**src/rtl/core/rcem_pkg.sv**
```systemverilog
`timescale 1ns / 1ps
`default_nettype none

package rcem_pkg;

  // stream and register field widths
  localparam int unsigned PIX_W      = 8;
  localparam int unsigned COORD_W    = 12;
  localparam int unsigned CFG_IDX_W  = 2;
  localparam int unsigned CFG_DATA_W = 13;
  localparam int unsigned SUM_W      = 17;
  localparam int unsigned ROOT_STEPS = 8;
  localparam int unsigned STEP_W     = 3;

  localparam logic [PIX_W-1:0] CLIP_MAX = 8'd255;

  // register indexes
  localparam logic [CFG_IDX_W-1:0] REG_FRAME_WIDTH  = 2'd0;
  localparam logic [CFG_IDX_W-1:0] REG_FRAME_HEIGHT = 2'd1;

  // result slots, in the order they leave the block
  localparam int unsigned RES_EDGE  = 0;
  localparam int unsigned RES_RIGHT = 1;
  localparam int unsigned RES_LOWER = 2;
  localparam int unsigned RES_NUM   = 3;

  // commands from the controller to the datapath
  typedef struct packed {
    logic take;       // accept the offered pixel
    logic square;     // gradients, squares and line store write
    logic root_step;  // one digit of the square root
    logic emit;       // load the next pending result into the output register
  } rcem_cmd_t;

  // status from the datapath to the controller
  typedef struct packed {
    logic need_root;  // an edge result is pending
    logic root_last;  // final root digit is being made
    logic pend_any;   // at least one result still to send
    logic pend_last;  // exactly one result still to send
    logic out_free;   // output register can take a result this cycle
  } rcem_sts_t;

endpackage

`default_nettype wire

```
**src/rtl/core/rcem_ctrl.sv**
```systemverilog
`timescale 1ns / 1ps
`default_nettype none

module rcem_ctrl
  import rcem_pkg::*;
(
  input  wire logic      clk_i,
  input  wire logic      rst_ni,
  input  wire logic      in_valid_i,
  output logic           in_ready_o,
  input  wire rcem_sts_t sts_i,
  output rcem_cmd_t      cmd_o
);

  typedef enum logic [3:0] {
    ST_IDLE   = 4'b0001,
    ST_SQUARE = 4'b0010,
    ST_ROOT   = 4'b0100,
    ST_EMIT   = 4'b1000
  } state_e;

  state_e state_q, state_d;

  // commands
  always_comb begin
    cmd_o           = '0;
    cmd_o.take      = (state_q == ST_IDLE) && in_valid_i;
    cmd_o.square    = (state_q == ST_SQUARE);
    cmd_o.root_step = (state_q == ST_ROOT);
    cmd_o.emit      = (state_q == ST_EMIT) && sts_i.out_free && sts_i.pend_any;
  end

  assign in_ready_o = (state_q == ST_IDLE);

  // next state
  always_comb begin
    state_d = state_q;
    case (state_q)
      ST_IDLE: begin
        if (in_valid_i) state_d = ST_SQUARE;
      end
      ST_SQUARE: begin
        if (sts_i.need_root)     state_d = ST_ROOT;
        else if (sts_i.pend_any) state_d = ST_EMIT;
        else                     state_d = ST_IDLE;
      end
      ST_ROOT: begin
        if (sts_i.root_last) state_d = ST_EMIT;
      end
      ST_EMIT: begin
        if (!sts_i.pend_any) state_d = ST_IDLE;
        else if (cmd_o.emit && sts_i.pend_last) state_d = ST_IDLE;
      end
      default: state_d = ST_IDLE;
    endcase
  end

  always_ff @(posedge clk_i or negedge rst_ni) begin
    if (!rst_ni) begin
      state_q <= ST_IDLE;
    end else begin
      state_q <= state_d;
    end
  end

endmodule

`default_nettype wire

```
**config.mk**
```make
export PLATFORM = sky130hd
export DESIGN_NAME = rcem_ctrl
export DESIGN_NICKNAME = d
export VERILOG_FILES = /design/src/rtl/core/rcem_pkg.sv /design/src/rtl/core/rcem_ctrl.sv
export SDC_FILE = /design/constraint.sdc
export NUM_CORES = 1
export LEC_CHECK = 0
export BUFFER_PORTS_ARGS = -buffer_cell sky130_fd_sc_hd__buf_2
export CORE_AREA = 2 2 39 41
export DETAILED_ROUTE_END_ITERATION = 10
export DIE_AREA = 0 0 41 43
export SYNTH_ARGS = -nofsm -noshare
export SYNTH_HDL_FRONTEND = slang
export SYNTH_SLANG_ARGS = --single-unit
```
**constraint.sdc**
```tcl
create_clock -name clk_i -period 1.9 [get_ports clk_i]
set_clock_uncertainty 0.1 [all_clocks]
set_input_delay 0.095 -clock clk_i [delete_from_list [all_inputs] [get_ports clk_i]]
set_output_delay 0.095 -clock clk_i [all_outputs]
set_load 0.01 [all_outputs]
```
==> impl_metrics.py <==
metrics = {
    "die": {
        "die_y_um": 43,
        "start_util_pct": 22.1,
        "ios": 13,
        "core_area_um2": 1380,
        "dieWidth_um": 41,
        "die_area_um2": 1760,
        "rows": 14,
    },
    "cells_and_area": {
        "fin_area_um2": 409,
        "largest_reg_flops": 4,
        "mostFrequentLayoutCell": "buf_2",
        "area_growth_pct": 34.0,
        "n_antenna_cell": 0,
        "largest-register": "state_q",
        "final_cell_mix": "buf_2 (12), clkbuf_4 (3), dfrtp_1 (3)",
        "reg_top3": "state_q x4",
        "layoutNonFillerInstCount": 62,
        "drive_gt1_share_pct": 41.3,
        "final_nets": 55,
    },
    "clocking": {
        "clockBufferDepth": 2,
        "path_clk_slew_ps": 50,
        "clk_latency_ps": 250,
        "clock-sinks": 4,
        "cts_setup_buffers": 0,
        "clock-root-buffer": "clkbuf_4",
        "cts_tree": "built",
        "cts_buffers": 3,
        "cts.htree.levels": 1,
    },
    "place": {
        "io_buffers": 12,
        "placedCellCount": 56,
        "dp_hpwl_um": 507,
        "gp_congestion": 0.742,
        "place_area_um2": 357,
    },
    "power": {
        "irDropWorstVdd_mv": 0.372,
        "p_int_uw": 332,
        "seqPwrFrac_pct": 34.8,
        "pwr-share-clk_pct": 22.8,
        "finalPower_uw": 539,
        "p_switching_uw": 207,
        "swShare_pct": 38.4,
        "p_leak_uw": 0.000190,
        "power_density_nw_per_um2": 1320,
        "p_comb_share_pct": 42.4,
    },
    "critical_path": {
        "worst_setup_path_start_kind": "register",
        "crit_start": "state_q[1]",
        "critical_path_class": "register to output pin",
        "worstPathArrival_ps": 1450,
        "crit_fanout": 7,
        "required_ps": 1700,
        "timing.rr.start": "state_q[0]",
        "end_kind": "output pin",
    },
    "timing": {
        "worst_pin_slew_ps": 354,
        "finalHoldViolCount": 0,
        "maxSlewHeadroom_pct": 76.0,
        "period_share_pct": 86.7,
        "setup_viol_count_final": 0,
        "final_max_slew_viol_count": 0,
        "finalCriticalPeriod_ps": 1650,
        "tns_ps": 0,
        "fmax_ghz": 0.607,
        "grt_setup_unrepaired": "false",
        "fin_hold_ws_ps": 16.9,
    },
    "synthesis": {
        "synth_edf_count": 0,
        "synthCells": 32,
        "synth-seq-cells": 4,
        "yosysSeqAreaShare_pct": 33.2,
        "ys.flop_type": "dfrtp_1",
        "synthDistinctLibCells": 24,
        "syn-cell-area_um2": 305,
        "yosysWarnings": 0,
        "syn_avg_cell_area_um2": 9.54,
        "async_flop_share_pct": 100,
        "synth_fp_nets": 40,
    },
    "global_route": {
        "met2_usage_pct": 11.3,
        "overflow": 0,
        "antenna_found_initial": 0,
        "grt_use_total_pct": 8.76,
        "use_met3_pct": 6.28,
        "grtUsageMet1_pct": 11.7,
        "grt_max_degree": 11,
        "top_usage_layer": "met1",
        "grt_pass1_vias": 242,
        "grt_pass1_wl_um": 1020,
    },
    "route": {
        "dr.pass1.iters": 4,
        "ant_nets": 0,
        "num_vias": 286,
        "detail_route.wl_per_cell_um": 10.4,
        "drc_errors": 0,
        "totalWireLength_um": 642,
        "avgViaCountPerCell": 4.61,
        "drt_iter0_drc": 5,
    },
    "hold_path": {
        "hold_path.class": "input pin to register",
        "min-delay-start": "sts_i[4]",
    },
    "flow_run": {
        "max_cap_violations": 0,
    },
    "outcome": {
        "status": "complete, no violations",
    },
}
[worst max-delay path, cell delays in order, from the launching register on]
cell,delay [ps]
dfrtp_1,470
nor4b_1,420
and3_1,200
buf_2,120
[path summary, 6_finish.rpt]
kind	end	slack, ps	cells past startpoint
max	cmd_o[0]	250	3
min	state_q[2]	20	2
max reg2reg	state_q[0]	270	4
min reg2reg	state_q[3]	550	1
max in group asynchronous	state_q[0]	1400	2
min in group asynchronous	state_q[2]	80	2
[cell usage after synthesis (2+ instances only)]
cell      count  area share (%)
nor4b_1       3             8.6
nor2_1        2             2.5
clkbuf_2      2             3.3
and2_1        2             4.1
or3b_1        2             5.7
dfrtp_1       3              25
[cell type report]
type / count / area [um^2]
inverter: 1 / 3.75
fill: 155 / 975
multi-input combinational: 23 / 178
clock buffer: 4 / 26.3
sequential: 4 / 101
timing repair buffer: 14 / 80.1
tap: 16 / 20.0
[repair_timing]
action / CTS / global route
hold buffers: 2 / 0
gates resized for setup: 0 / 1
hold endpoints to repair: 5 / 0
setup endpoints to repair: 0 / 1
[routing by layer]
metal | part of all wire (%) | vias to the layer above
met4 | 0 | 0
met3 | 8.4 | 0
li1 | - | 144
met2 | 44 | 12
met1 | 48 | 130
met5 | 0 | -
[cell families (layout without fill, tap and decap cells)]
kind of cell | count (synthesis) | in the layout | share of synthesized area [%]
compound gates | 5 | 5 | 15.6
xor+xnor | 1 | 1 | 2.87
buf+inv | 5 | 19 | 10.7
flops | 4 | 4 | 33.2
mux | 1 | 1 | 3.28
simple gates | 16 | 16 | 34.4
[power by group through the flow]
stage               Clock [uW]  Combinational [uW]  Sequential, uW
finish                     123                 228             187
global route               139                 257             195
CTS                        127                 228             183
detailed placement           0                 223             184
global placement             0                 222             182
floorplan                    0                 241             128
[stage by stage]
stage	util [%]	setup WS [ps]
finish	29.6	253
floorplan	-	211
global route	29.6	145
detailed placement	25.8	261
global placement	25.8	255
CTS	29.1	117
Note: power is estimated with default switching activity, not from simulation.
